`src/hdl/hlsi_pkg.sv`:
```
// Shared types and constants for the lattice site index generator.
// No dependencies; imported by hlsi_axis_class and halo_lattice_site_index.
`timescale 1ns / 1ps

package hlsi_pkg;

  // Lattice geometry limits
  localparam int MAX_SIDE = 1024;
  localparam int POS_W    = 12;
  localparam int SIZE_W   = 11;
  localparam int COORD_W  = 10;
  localparam int INDEX_W  = 31;
  localparam int ADDR_W   = 5;
  localparam int DATA_W   = 32;

  // Per-axis position class
  localparam logic [1:0] CLS_IN  = 2'd0;
  localparam logic [1:0] CLS_LO  = 2'd1;
  localparam logic [1:0] CLS_HI  = 2'd2;
  localparam logic [1:0] CLS_OUT = 2'd3;

  // Register indexes (byte address / 4)
  localparam logic [2:0] REG_SIZE_X = 3'd0;
  localparam logic [2:0] REG_SIZE_Y = 3'd1;
  localparam logic [2:0] REG_SIZE_Z = 3'd2;
  localparam logic [2:0] REG_HALO_X = 3'd3;
  localparam logic [2:0] REG_HALO_Y = 3'd4;
  localparam logic [2:0] REG_HALO_Z = 3'd5;

  localparam logic [SIZE_W-1:0] SIZE_RESET = SIZE_W'(16);

  typedef struct packed {
    logic signed [POS_W-1:0] pos_x;
    logic signed [POS_W-1:0] pos_y;
    logic signed [POS_W-1:0] pos_z;
  } hlsi_in_t;

  typedef struct packed {
    logic [INDEX_W-1:0] site_index;
    logic               invalid;
  } hlsi_out_t;

  // Classified coordinate of one axis
  typedef struct packed {
    logic [1:0]         cls;
    logic [COORD_W-1:0] coord;
    logic [SIZE_W-1:0]  size;
  } hlsi_axis_t;

endpackage

```
`src/hdl/hlsi_axis_class.sv`:
```
// Classifies one coordinate against the axis size: interior, low or high halo, outside.
// Applies size clamping and the periodic wrap. Depends on hlsi_pkg.
`timescale 1ns / 1ps

module hlsi_axis_class (
  input  logic signed [hlsi_pkg::POS_W-1:0]  pos,
  input  logic        [hlsi_pkg::SIZE_W-1:0] size_reg,
  input  logic                               halo,
  output hlsi_pkg::hlsi_axis_t               axis
);
  import hlsi_pkg::*;

  logic        [SIZE_W-1:0] eff_size;
  logic signed [POS_W:0]    pos_ext;
  logic signed [POS_W:0]    size_ext;
  logic signed [POS_W:0]    p;

  // Clamp the size into 1..MAX_SIDE
  always_comb begin
    if (size_reg == '0) begin
      eff_size = SIZE_W'(1);
    end else if (size_reg > SIZE_W'(MAX_SIDE)) begin
      eff_size = SIZE_W'(MAX_SIDE);
    end else begin
      eff_size = size_reg;
    end
  end

  assign pos_ext  = {pos[POS_W-1], pos};
  assign size_ext = $signed({2'b00, eff_size});

  // Wrap periodic axes, then classify
  always_comb begin
    p = pos_ext;
    if (!halo && pos_ext < 0) begin
      p = size_ext - 13'sd1;
    end else if (!halo && pos_ext == size_ext) begin
      p = '0;
    end

    axis.size  = eff_size;
    axis.coord = '0;
    if (p >= 0 && p < size_ext) begin
      axis.cls   = CLS_IN;
      axis.coord = p[COORD_W-1:0];
    end else if (p == -13'sd1) begin
      axis.cls = CLS_LO;
    end else if (p == size_ext) begin
      axis.cls = CLS_HI;
    end else begin
      axis.cls = CLS_OUT;
    end
  end

endmodule

```
`src/hdl/halo_lattice_site_index.sv`:
```
// Top level of the lattice site index generator: config registers and index pipeline.
// Depends on hlsi_pkg and hlsi_axis_class.
//
//   channel | direction | handshake                    | payload
//   in      | input     | in_valid / in_ready          | in_data  (hlsi_in_t)
//   out     | output    | out_valid / out_ready        | out_data (hlsi_out_t)
//   cfg     | input     | psel, penable, pwrite, pready| paddr, pwdata, prdata
//
// One transaction enters per cycle while the output is not stalled; its result passes
// through the stage registers A, B and C and then into the output register.
// The four register stages are axis classification, the pairwise size products,
// the X*Y*Z volume with the region offset, and the final sum in the output register.
// Synchronous reset clears the valid bits and loads the register reset values.
// A stall at the output backs up stage by stage; empty stages still fill.
`timescale 1ns / 1ps

module halo_lattice_site_index (
  input  logic                          clk,
  input  logic                          rst_n,
  input  logic                          in_valid,
  output logic                          in_ready,
  input  hlsi_pkg::hlsi_in_t            in_data,
  output logic                          out_valid,
  input  logic                          out_ready,
  output hlsi_pkg::hlsi_out_t           out_data,
  input  logic                          psel,
  input  logic                          penable,
  input  logic                          pwrite,
  input  logic [hlsi_pkg::ADDR_W-1:0]   paddr,
  input  logic [hlsi_pkg::DATA_W-1:0]   pwdata,
  output logic [hlsi_pkg::DATA_W-1:0]   prdata,
  output logic                          pready
);
  import hlsi_pkg::*;

  // Configuration registers
  logic [SIZE_W-1:0] size_x_r, size_y_r, size_z_r;
  logic              halo_x_r, halo_y_r, halo_z_r;
  logic [2:0]        reg_sel;
  logic              cfg_wr;

  assign pready  = 1'b1;
  assign reg_sel = paddr[ADDR_W-1:2];
  assign cfg_wr  = psel && penable && pwrite && pready;

  // Write a register on the access phase; drop writes beyond the list
  always_ff @(posedge clk) begin
    if (!rst_n) begin
      size_x_r <= SIZE_RESET;
      size_y_r <= SIZE_RESET;
      size_z_r <= SIZE_RESET;
      halo_x_r <= 1'b0;
      halo_y_r <= 1'b0;
      halo_z_r <= 1'b0;
    end else if (cfg_wr) begin
      case (reg_sel)
        REG_SIZE_X: size_x_r <= pwdata[SIZE_W-1:0];
        REG_SIZE_Y: size_y_r <= pwdata[SIZE_W-1:0];
        REG_SIZE_Z: size_z_r <= pwdata[SIZE_W-1:0];
        REG_HALO_X: halo_x_r <= pwdata[0];
        REG_HALO_Y: halo_y_r <= pwdata[0];
        REG_HALO_Z: halo_z_r <= pwdata[0];
        default: ;
      endcase
    end
  end

  // Read back
  always_comb begin
    case (reg_sel)
      REG_SIZE_X: prdata = DATA_W'(size_x_r);
      REG_SIZE_Y: prdata = DATA_W'(size_y_r);
      REG_SIZE_Z: prdata = DATA_W'(size_z_r);
      REG_HALO_X: prdata = DATA_W'(halo_x_r);
      REG_HALO_Y: prdata = DATA_W'(halo_y_r);
      REG_HALO_Z: prdata = DATA_W'(halo_z_r);
      default:    prdata = '0;
    endcase
  end

  // Stage control: a stage advances when empty or when the next one advances
  logic a_v_r, b_v_r, c_v_r, out_valid_r;
  logic adv_a, adv_b, adv_c, adv_d;

  assign adv_d    = !out_valid_r || out_ready;
  assign adv_c    = !c_v_r || adv_d;
  assign adv_b    = !b_v_r || adv_c;
  assign adv_a    = !a_v_r || adv_b;
  assign in_ready = adv_a;

  always_ff @(posedge clk) begin
    if (!rst_n) begin
      a_v_r       <= 1'b0;
      b_v_r       <= 1'b0;
      c_v_r       <= 1'b0;
      out_valid_r <= 1'b0;
    end else begin
      if (adv_a) a_v_r       <= in_valid;
      if (adv_b) b_v_r       <= a_v_r;
      if (adv_c) c_v_r       <= b_v_r;
      if (adv_d) out_valid_r <= c_v_r;
    end
  end

  // Stage A: classify each axis
  hlsi_axis_t ax_nxt, ay_nxt, az_nxt;
  hlsi_axis_t a_x_r, a_y_r, a_z_r;
  logic [1:0] nb_nxt, a_nb_r;
  logic       inv_nxt, a_inv_r;

  hlsi_axis_class u_class_x (
    .pos(in_data.pos_x), .size_reg(size_x_r), .halo(halo_x_r), .axis(ax_nxt));
  hlsi_axis_class u_class_y (
    .pos(in_data.pos_y), .size_reg(size_y_r), .halo(halo_y_r), .axis(ay_nxt));
  hlsi_axis_class u_class_z (
    .pos(in_data.pos_z), .size_reg(size_z_r), .halo(halo_z_r), .axis(az_nxt));

  assign inv_nxt = (ax_nxt.cls == CLS_OUT) || (ay_nxt.cls == CLS_OUT) ||
                   (az_nxt.cls == CLS_OUT);
  assign nb_nxt  = 2'(ax_nxt.cls != CLS_IN) + 2'(ay_nxt.cls != CLS_IN) +
                   2'(az_nxt.cls != CLS_IN);

  always_ff @(posedge clk) begin
    if (adv_a && in_valid) begin
      a_x_r   <= ax_nxt;
      a_y_r   <= ay_nxt;
      a_z_r   <= az_nxt;
      a_nb_r  <= nb_nxt;
      a_inv_r <= inv_nxt;
    end
  end

  // Stage B: pairwise size products and face-local offsets
  logic [21:0] xy_full, xz_full, yz_full;
  logic [21:0] ysum_full, xz_face_full, xy_face_full;
  logic [20:0] b_xy_r, b_xz_r, b_yz_r, b_ysum_r, b_xzf_r, b_xyf_r;
  hlsi_axis_t  b_x_r, b_y_r, b_z_r;
  logic [1:0]  b_nb_r;
  logic        b_inv_r;

  assign xy_full      = 22'(a_x_r.size) * 22'(a_y_r.size);
  assign xz_full      = 22'(a_x_r.size) * 22'(a_z_r.size);
  assign yz_full      = 22'(a_y_r.size) * 22'(a_z_r.size);
  assign ysum_full    = 22'(a_y_r.coord) + 22'(a_y_r.size) * 22'(a_z_r.coord);
  assign xz_face_full = 22'(a_x_r.coord) + 22'(a_x_r.size) * 22'(a_z_r.coord);
  assign xy_face_full = 22'(a_x_r.coord) + 22'(a_x_r.size) * 22'(a_y_r.coord);

  always_ff @(posedge clk) begin
    if (adv_b && a_v_r) begin
      b_xy_r   <= xy_full[20:0];
      b_xz_r   <= xz_full[20:0];
      b_yz_r   <= yz_full[20:0];
      b_ysum_r <= ysum_full[20:0];
      b_xzf_r  <= xz_face_full[20:0];
      b_xyf_r  <= xy_face_full[20:0];
      b_x_r    <= a_x_r;
      b_y_r    <= a_y_r;
      b_z_r    <= a_z_r;
      b_nb_r   <= a_nb_r;
      b_inv_r  <= a_inv_r;
    end
  end

  // Stage C: volume, interior index and halo offset past the interior
  logic [31:0] n_full, int_full;
  logic [23:0] e_off, sx, sy, sz, rel_nxt, base;
  logic [30:0] c_n_r, c_int_r;
  logic [23:0] c_rel_r;
  logic [1:0]  c_nb_r;
  logic        c_inv_r;

  assign n_full   = 32'(b_xy_r) * 32'(b_z_r.size);
  assign int_full = 32'(b_x_r.coord) + 32'(b_x_r.size) * 32'(b_ysum_r);
  assign e_off    = {2'b00, b_yz_r, 1'b0} + {2'b00, b_xz_r, 1'b0} + {2'b00, b_xy_r, 1'b0};
  assign sx       = 24'(b_x_r.size);
  assign sy       = 24'(b_y_r.size);
  assign sz       = 24'(b_z_r.size);

  // Pick the face, edge or corner region and add the local offset
  always_comb begin
    base    = '0;
    rel_nxt = '0;
    case (b_nb_r)
      2'd1: begin
        if (b_x_r.cls != CLS_IN) begin
          base    = (b_x_r.cls == CLS_LO) ? 24'd0 : 24'(b_yz_r);
          rel_nxt = base + 24'(b_ysum_r);
        end else if (b_y_r.cls != CLS_IN) begin
          base    = {2'b00, b_yz_r, 1'b0} +
                    ((b_y_r.cls == CLS_LO) ? 24'd0 : 24'(b_xz_r));
          rel_nxt = base + 24'(b_xzf_r);
        end else begin
          base    = {2'b00, b_yz_r, 1'b0} + {2'b00, b_xz_r, 1'b0} +
                    ((b_z_r.cls == CLS_LO) ? 24'd0 : 24'(b_xy_r));
          rel_nxt = base + 24'(b_xyf_r);
        end
      end
      2'd2: begin
        if (b_z_r.cls == CLS_IN) begin
          base    = (b_x_r.cls == CLS_LO) ? e_off : e_off + (sz << 1) + (sy << 1);
          rel_nxt = base + ((b_y_r.cls == CLS_HI) ? sz : 24'd0) + 24'(b_z_r.coord);
        end else if (b_y_r.cls == CLS_IN) begin
          base    = (b_x_r.cls == CLS_LO) ? e_off + (sz << 1)
                                          : e_off + (sz << 2) + (sy << 1);
          rel_nxt = base + ((b_z_r.cls == CLS_HI) ? sy : 24'd0) + 24'(b_y_r.coord);
        end else begin
          base    = e_off + (sz << 2) + (sy << 2);
          rel_nxt = base + ((b_y_r.cls == CLS_HI) ? (sx << 1) : 24'd0) +
                    ((b_z_r.cls == CLS_HI) ? sx : 24'd0) + 24'(b_x_r.coord);
        end
      end
      2'd3: begin
        base    = e_off + (sz << 2) + (sy << 2) + (sx << 2);
        rel_nxt = base + {21'd0, b_x_r.cls == CLS_HI, b_y_r.cls == CLS_HI,
                          b_z_r.cls == CLS_HI};
      end
      default: begin
        base    = '0;
        rel_nxt = '0;
      end
    endcase
  end

  always_ff @(posedge clk) begin
    if (adv_c && b_v_r) begin
      c_n_r   <= n_full[30:0];
      c_int_r <= int_full[30:0];
      c_rel_r <= rel_nxt;
      c_nb_r  <= b_nb_r;
      c_inv_r <= b_inv_r;
    end
  end

  // Stage D: final sum into the output register
  hlsi_out_t   out_data_r, out_nxt;
  logic [31:0] halo_sum;

  assign halo_sum = 32'(c_n_r) + 32'(c_rel_r);

  always_comb begin
    out_nxt.invalid = c_inv_r;
    if (c_inv_r) begin
      out_nxt.site_index = '0;
    end else if (c_nb_r == 2'd0) begin
      out_nxt.site_index = c_int_r;
    end else begin
      out_nxt.site_index = halo_sum[INDEX_W-1:0];
    end
  end

  always_ff @(posedge clk) begin
    if (adv_d && c_v_r) begin
      out_data_r <= out_nxt;
    end
  end

  assign out_valid = out_valid_r;
  assign out_data  = out_data_r;

  // Checks
  a_invalid_zero: assert property (@(posedge clk) disable iff (!rst_n)
    out_valid && out_data.invalid |-> out_data.site_index == '0)
    else $error("invalid result carries a nonzero index");

  a_no_bubble_stall: assert property (@(posedge clk) disable iff (!rst_n)
    !in_ready |-> a_v_r && b_v_r && c_v_r && out_valid_r)
    else $error("input stalled while the pipeline has an empty stage");

  a_accept_lands: assert property (@(posedge clk) disable iff (!rst_n)
    in_valid && in_ready |=> a_v_r)
    else $error("accepted transaction did not reach the first stage");

  a_interior_bound: assert property (@(posedge clk) disable iff (!rst_n)
    c_v_r && !c_inv_r && c_nb_r == 2'd0 |-> c_int_r < c_n_r)
    else $error("interior index beyond the lattice volume");

endmodule
```
`config.mk`:
```
export PLATFORM = sky130hd
export DESIGN_NAME = halo_lattice_site_index
export DESIGN_NICKNAME = d
export VERILOG_FILES = /design/src/hdl/hlsi_pkg.sv /design/src/hdl/hlsi_axis_class.sv /design/src/hdl/halo_lattice_site_index.sv
export SDC_FILE = /design/constraint.sdc
export NUM_CORES = 2
export LEC_CHECK = 0
export ABC_CLOCK_PERIOD_IN_PS = 26400
export BUFFER_PORTS_ARGS = -buffer_cell sky130_fd_sc_hd__buf_2
export CORE_MARGIN = 2
export CORE_UTILIZATION = 50
export CTS_CLUSTER_DIAMETER = 120
export DETAILED_ROUTE_END_ITERATION = 16
export HOLD_SLACK_MARGIN = 0.03
export PLACE_DENSITY = 0.66
export REMOVE_ABC_BUFFERS = 1
export SYNTH_ARGS = -nofsm -noshare
export SYNTH_HDL_FRONTEND = slang
export SYNTH_HIERARCHICAL = 1
export SYNTH_SLANG_ARGS = --single-unit
```
`constraint.sdc`:
```
create_clock -name clk -period 26.4 [get_ports clk]
set_input_delay 3.96 -clock clk [delete_from_list [all_inputs] [get_ports clk]]
set_output_delay 3.96 -clock clk [all_outputs]
set_load 0.1 [all_outputs]
```
; After elaboration in Yosys (flattened, before gate mapping)
; Cells that the tools add are included.
[word_totals]
regBits = 431
latchBits = 0
ram_bits = 0
mem_bits_ro = 0
in_bits = 80
elab_cells = 205
mem_count = 0
[op_classes]
addsub = 31
multipliers = 8
div_mod_pow = 0
n_lt_le_gt_ge = 12
n_eq_ne = 26
shift = 0
n_mux = 37
bitwise_logic = 0
reduce_logical = 46
[op_table]
columns = operator, count
row1 = 2-to-1 mux 24 bit, 6
row2 = 2-to-1 mux 11 bit, 9
row3 = adder 24 x 12 -> 24 bit, 4
row4 = 2-to-1 mux 13 bit, 6
row5 = adder 24 x 10 -> 24 bit, 3
row6 = adder 24 x 11 -> 24 bit, 3
row7 = adder 24 x 13 -> 24 bit, 3
row8 = case mux 24 bit (3 select lines), 1
row9 = case mux 11 bit (6 select lines), 1
row10 = adder 10 x 21 -> 21 bit, 3
row11 = multiplier 11 x 10 -> 21 bit, 3
row12 = multiplier 11 x 11 -> 21 bit, 3
row13 = 2-to-1 mux 21 bit, 3
row14 = adder 23 x 21 -> 24 bit, 2
row15 = equality test 13 x 1 -> 1 bit (second input constant), 3
row16 = equality test 13 x 12 -> 1 bit, 3
row17 = >= comparator 13 x 1 -> 1 bit (second input constant), 3
row18 = < comparator 13 x 12 -> 1 bit, 3
row19 = equality test 12 bit, 3
row20 = < comparator 12 x 1 -> 1 bit (second input constant), 3
row21 = subtractor 11 x 1 -> 12 bit (second input constant), 3
row22 = > comparator 11 bit (second input constant), 3
row23 = zero test 11 bit, 3
row24 = adder 10 x 31 -> 31 bit, 1
row25 = 27 further kinds, 82

; Depth between registers and ports, before layout
[logic_depth]
ltp_word = 14
ltp_mapped = 41
depth_no_buf = 41

; Hierarchy
; Netlist, hierarchy kept.
[by_module_without_submodules]
columns = mod, instances, cells_each, area_per_inst_um2, seq_area_each_um2
row1 = halo_lattice_site_index, 1, 7523, 68380.6, 12542.0
row2 = hlsi_axis_class at u_class_x ..., 2, 179, 1133.6, 0.0
row3 = hlsi_axis_class at u_class_z, 1, 175, 1103.6, 0.0

; Worst setup path after synthesis
; Ideal clock, no wire load.
[synth_path]
kind = input -> register
startpoint = input port out_ready
endpoint = register b_inv_r (enable)
setup_ps = 1058
t_arrival_ps = 18517
required_time_ps = 25342
setup_slack_ps = 6826
cell_stages = 3
path_buffers = 0
cell_sequence = nor2b_1 > and2_0 > a21boi_0
[synth_via]
elab_chain_len = 4
[synth_lines]
columns = item, line_no
row1 = "start, declared", halo_lattice_site_index.sv:24  ; input logic out_ready,
row2 = logical OR 1 bit, halo_lattice_site_index.sv:85  ; assign adv_d = !out_valid_r || out_ready;
row3 = logical OR 1 bit, halo_lattice_site_index.sv:86  ; assign adv_c = !c_v_r || adv_d;
row4 = logical OR 1 bit, halo_lattice_site_index.sv:87  ; assign adv_b = !b_v_r || adv_c;
row5 = logical AND 1 bit, halo_lattice_site_index.sv:149  ; if (adv_b && a_v_r) begin
row6 = "end signal, assigned", halo_lattice_site_index.sv:160  ; b_inv_r <= a_inv_r;
row7 = "end, declared", halo_lattice_site_index.sv:139  ; logic b_inv_r;
; No other way between the ends.
; A chain may end at the register's enable or synchronous reset.

; Worst setup path in the final report
[layout_path]
startpoint = register b_yz_r[0]
endpoint = register c_rel_r[20] (data pin)
[layout_via]
elab_chain_len = 10
word_cells_on_any_way = 29
cone_classes = add/sub (21) / mux (8)
[layout_lines]
columns = item, line_no
row1 = "start, declared", halo_lattice_site_index.sv:136  ; logic [20:0] b_xy_r, b_xz_r, b_yz_r, b_ysum_r, b_xzf_r, b_xyf_r;
row2 = "start signal, assigned", halo_lattice_site_index.sv:152  ; b_yz_r <= yz_full[20:0];
row3 = adder 22 x 22 -> 23 bit, "halo_lattice_site_index.sv:174, halo_lattice_site_index.sv:193"
row4 = adder 24 x 22 -> 24 bit, halo_lattice_site_index.sv:174  ; assign e_off = {2'b00, b_yz_r, 1'b0} + {2'b00, b_xz_r, 1'b0} + {2'b00, b_xy_r, 1'b0};
row5 = adder 24 x 13 -> 24 bit, "halo_lattice_site_index.sv:204, halo_lattice_site_index.sv:207, halo_lattice_site_index.sv:213"
row6 = adder 24 x 13 -> 24 bit / adder 24 x 12 -> 24 bit (equally long branches), "halo_lattice_site_index.sv:207, halo_lattice_site_index.sv:213, halo_lattice_site_index.sv:204"
row7 = adder 24 x 12 -> 24 bit / 2-to-1 mux 24 bit (equally long branches), "halo_lattice_site_index.sv:208, halo_lattice_site_index.sv:203"
row8 = "adder 24 x 11 -> 24 bit, on equally long branches", "halo_lattice_site_index.sv:208, halo_lattice_site_index.sv:205"
row9 = "adder 24 x 10 -> 24 bit, on equally long branches", "halo_lattice_site_index.sv:209, halo_lattice_site_index.sv:205"
row10 = 2-to-1 mux 24 bit, halo_lattice_site_index.sv:202  ; end else if (b_y_r.cls == CLS_IN) begin
row11 = 2-to-1 mux 24 bit, halo_lattice_site_index.sv:199  ; if (b_z_r.cls == CLS_IN) begin
row12 = case mux 24 bit (3 select lines) *, halo_lattice_site_index.sv:183  ; case (b_nb_r)
row13 = named net rel_nxt[20], halo_lattice_site_index.sv:166  ; logic [23:0] e_off, sx, sy, sz, rel_nxt, base;
row14 = "end signal, assigned", halo_lattice_site_index.sv:228  ; c_rel_r <= rel_nxt;
row15 = "end, declared", halo_lattice_site_index.sv:168  ; logic [23:0] c_rel_r;
; Mark *: on every way through the listed nets, which the timed path passes. The rest lies on a longest branch.

==> flow_summary.ini <==
[critical_path]
crit_buf_inv = 2
required_ns = 26.80
end_kind = register
cp.depth = 34
cp-start-kind = register
crit_slowest_cell = xnor2_1
max_stage_delay_ns = 0.64
regToRegStartpoint = b_yz_r[0]$_DFFE_PP_
critPathKind = register to register
crit_path_frequent_cell = o21ai_0
reg2reg_depth = 34
reg2reg_slack_ns = 16.33
critPathTopFamily = compound AO/OA/AOI/OAI gates
cp_max_fo = 10
worst_ep_arrival_time_ns = 10.48
r2r-end = c_rel_r[20]$_DFFE_PP_

[route]
wl_per_cell_um = 21.0
route.antenna.remaining_nets = 0
via_per_inst = 5.70
drt_iter0_drc = 4495
dr_total_vias = 56700
first_pass_iters = 6
remaining_drc_errors = 0
routed_wl_um = 209000

[timing]
whs_ns = 0.419
fin_setup_tns_ns = 0
slew_viol_final = 0
rsz0062_at_grt = no
slew_headroom = 0.184
finalCritPeriodShare = 0.382
worst_slack_ns = 16.33
clock_skew_ns = 0.0368
period_needed_ns = 10.07
tightestPinTransition_ns = 1.22
setup_viol = 0
fmax_ghz = 0.0993
finalHoldViolCount = 0

[run]
drv_cap = 0

[clocking]
postCtsResizedCells = 0
cts.sinks = 431
clk_pin_slew_worst_paths_ns = 0.06
postCtsHoldBufs = 0
clock_latency_ns = 0.68
cts_root_buf = clkbuf_16
tritoncts = built
clk_path_buf_depth = 3
cts_setup_buffers = 0
cts_buffers = 56
cts_max_level = 2

[place]
gp_congestion = 0.951
dpl_cell_area_sq_um = 74100
dp_hpwl_um = 161000
pre_cts_slack_ns = 16.64
io_buffers = 101

[final_layout]
drive_gt1_frac = 0.0497
final_common_cell = inv_1
nets = 9772
finalInstanceArea_sq_um = 76000
mostFrequentLayoutCells = inv_1 (1299), nand2_1 (1109), fa_1 (919)
areaGrowthSynthToFinish_pct = 5.97

[synthesis]
synth_cell_types = 112
syn-cell-area_sq_um = 71800
syn_area_per_cell_sq_um = 8.91
yosysSeqAreaShare = 0.175
syn_inst = 8056
ys_warn_count = 6
synth-edff-count = 391
async_reset_ff_frac = 0
synth-seq-cells = 431
synth_ff_type = edfxtp_1

[floorplan]
initial_core_util = 0.502
die_area_sq_um = 147000
fp.dieW_um = 383
die_h_um = 383
row_count = 139
core-area_sq_um = 143000
io_pins = 147

[grt]
track_usage = 0.287
grt_max_degree = 77
grt_overflow = 0
grt_pass1_wl_um = 327000
grt_pass1_vias = 58100
grt_antenna_before_repair = 22

[run_status]
outcome = complete, no violations

[worst_hold_path]
hold_path_startpoint = a_x_r[21]$_DFFE_PP_
holdPathStages = 0
hold_end = b_x_r[21]$_DFFE_PP_
min_path_type = register to register
[flip-flops by register name, indices dropped and copies added (netlist names), 24 cells and up]
name	cells
c_n_r	31
c_int_r	31
out_data	32
c_rel_r	24
[kinds of logic (layout without fill, tap and decap cells)]
family	count (synthesis)	after routing	synth area share
XOR/XNOR	393	393	0.0485
multiplexers	39	39	0.00548
buffers and inverters	1657	1613	0.0886
other	2	28	0.000105
AND/OR/NAND/NOR	2587	2587	0.174
flip-flops	431	431	0.175
adder cells (fa/ha/maj)	1708	1708	0.394
AO/OA/AOI/OAI	1239	1239	0.115
[cells in the mapped netlist (130+ instances only)]
master | instances | share of area
inv_1 | 1299 | 0.068
fa_1 | 919 | 0.26
ha_1 | 789 | 0.14
xnor2_1 | 273 | 0.033
o21ai_0 | 275 | 0.019
clkbuf_1 | 306 | 0.016
nand2_1 | 1109 | 0.058
edfxtp_1 | 391 | 0.16
nor3_1 | 130 | 0.0091
nor2_1 | 369 | 0.019
a21oi_1 | 317 | 0.022
and2_1 | 540 | 0.047
[layer usage]
layer	wire, um	GRT usage	vias up
met5	38	0	-
met4	8650	0.109	6
met3	15000	0.0376	361
met2	98400	0.482	2097
met1	86800	0.379	28200
li1	-	-	26000
[how the worst max path moves through the flow]
stage,end,start,slack [ns]
global placement,c_rel_r[20]$_DFFE_PP_,b_yz_r[0]$_DFFE_PP_,16.72
detailed placement,c_rel_r[20]$_DFFE_PP_,b_yz_r[0]$_DFFE_PP_,16.64
floorplan,b_inv_r$_DFFE_PP_,out_ready,6.83
global route,c_rel_r[20]$_DFFE_PP_,b_yz_r[0]$_DFFE_PP_,15.73
finish,c_rel_r[20]$_DFFE_PP_,b_yz_r[0]$_DFFE_PP_,16.33
CTS,c_rel_r[20]$_DFFE_PP_,b_yz_r[0]$_DFFE_PP_,16.61
[through the flow]
| step | utilization | instances |
|---|---|---|
| finish | 0.532 | 9941 |
| global route | 0.532 | 9936 |
| CTS | 0.532 | 9935 |
| detailed placement | 0.518 | 9829 |
| global placement | 0.518 | 9829 |
| floorplan | - | 7719 |
[cell type report]
cell class | instances | area, sq um
repair buffers | 207 | 1300
flip-flops and latches | 431 | 12500
clock inverters | 39 | 372
multi-input cells | 5988 | 53000
fillers | 13100 | 66900
clock buffers | 67 | 1560
well taps | 1903 | 2380
diodes | 6 | 15.0
inverters | 1300 | 4880
Power is not shown: default switching activity piles up to over one toggle a cycle in this logic, so the estimate is an artifact.
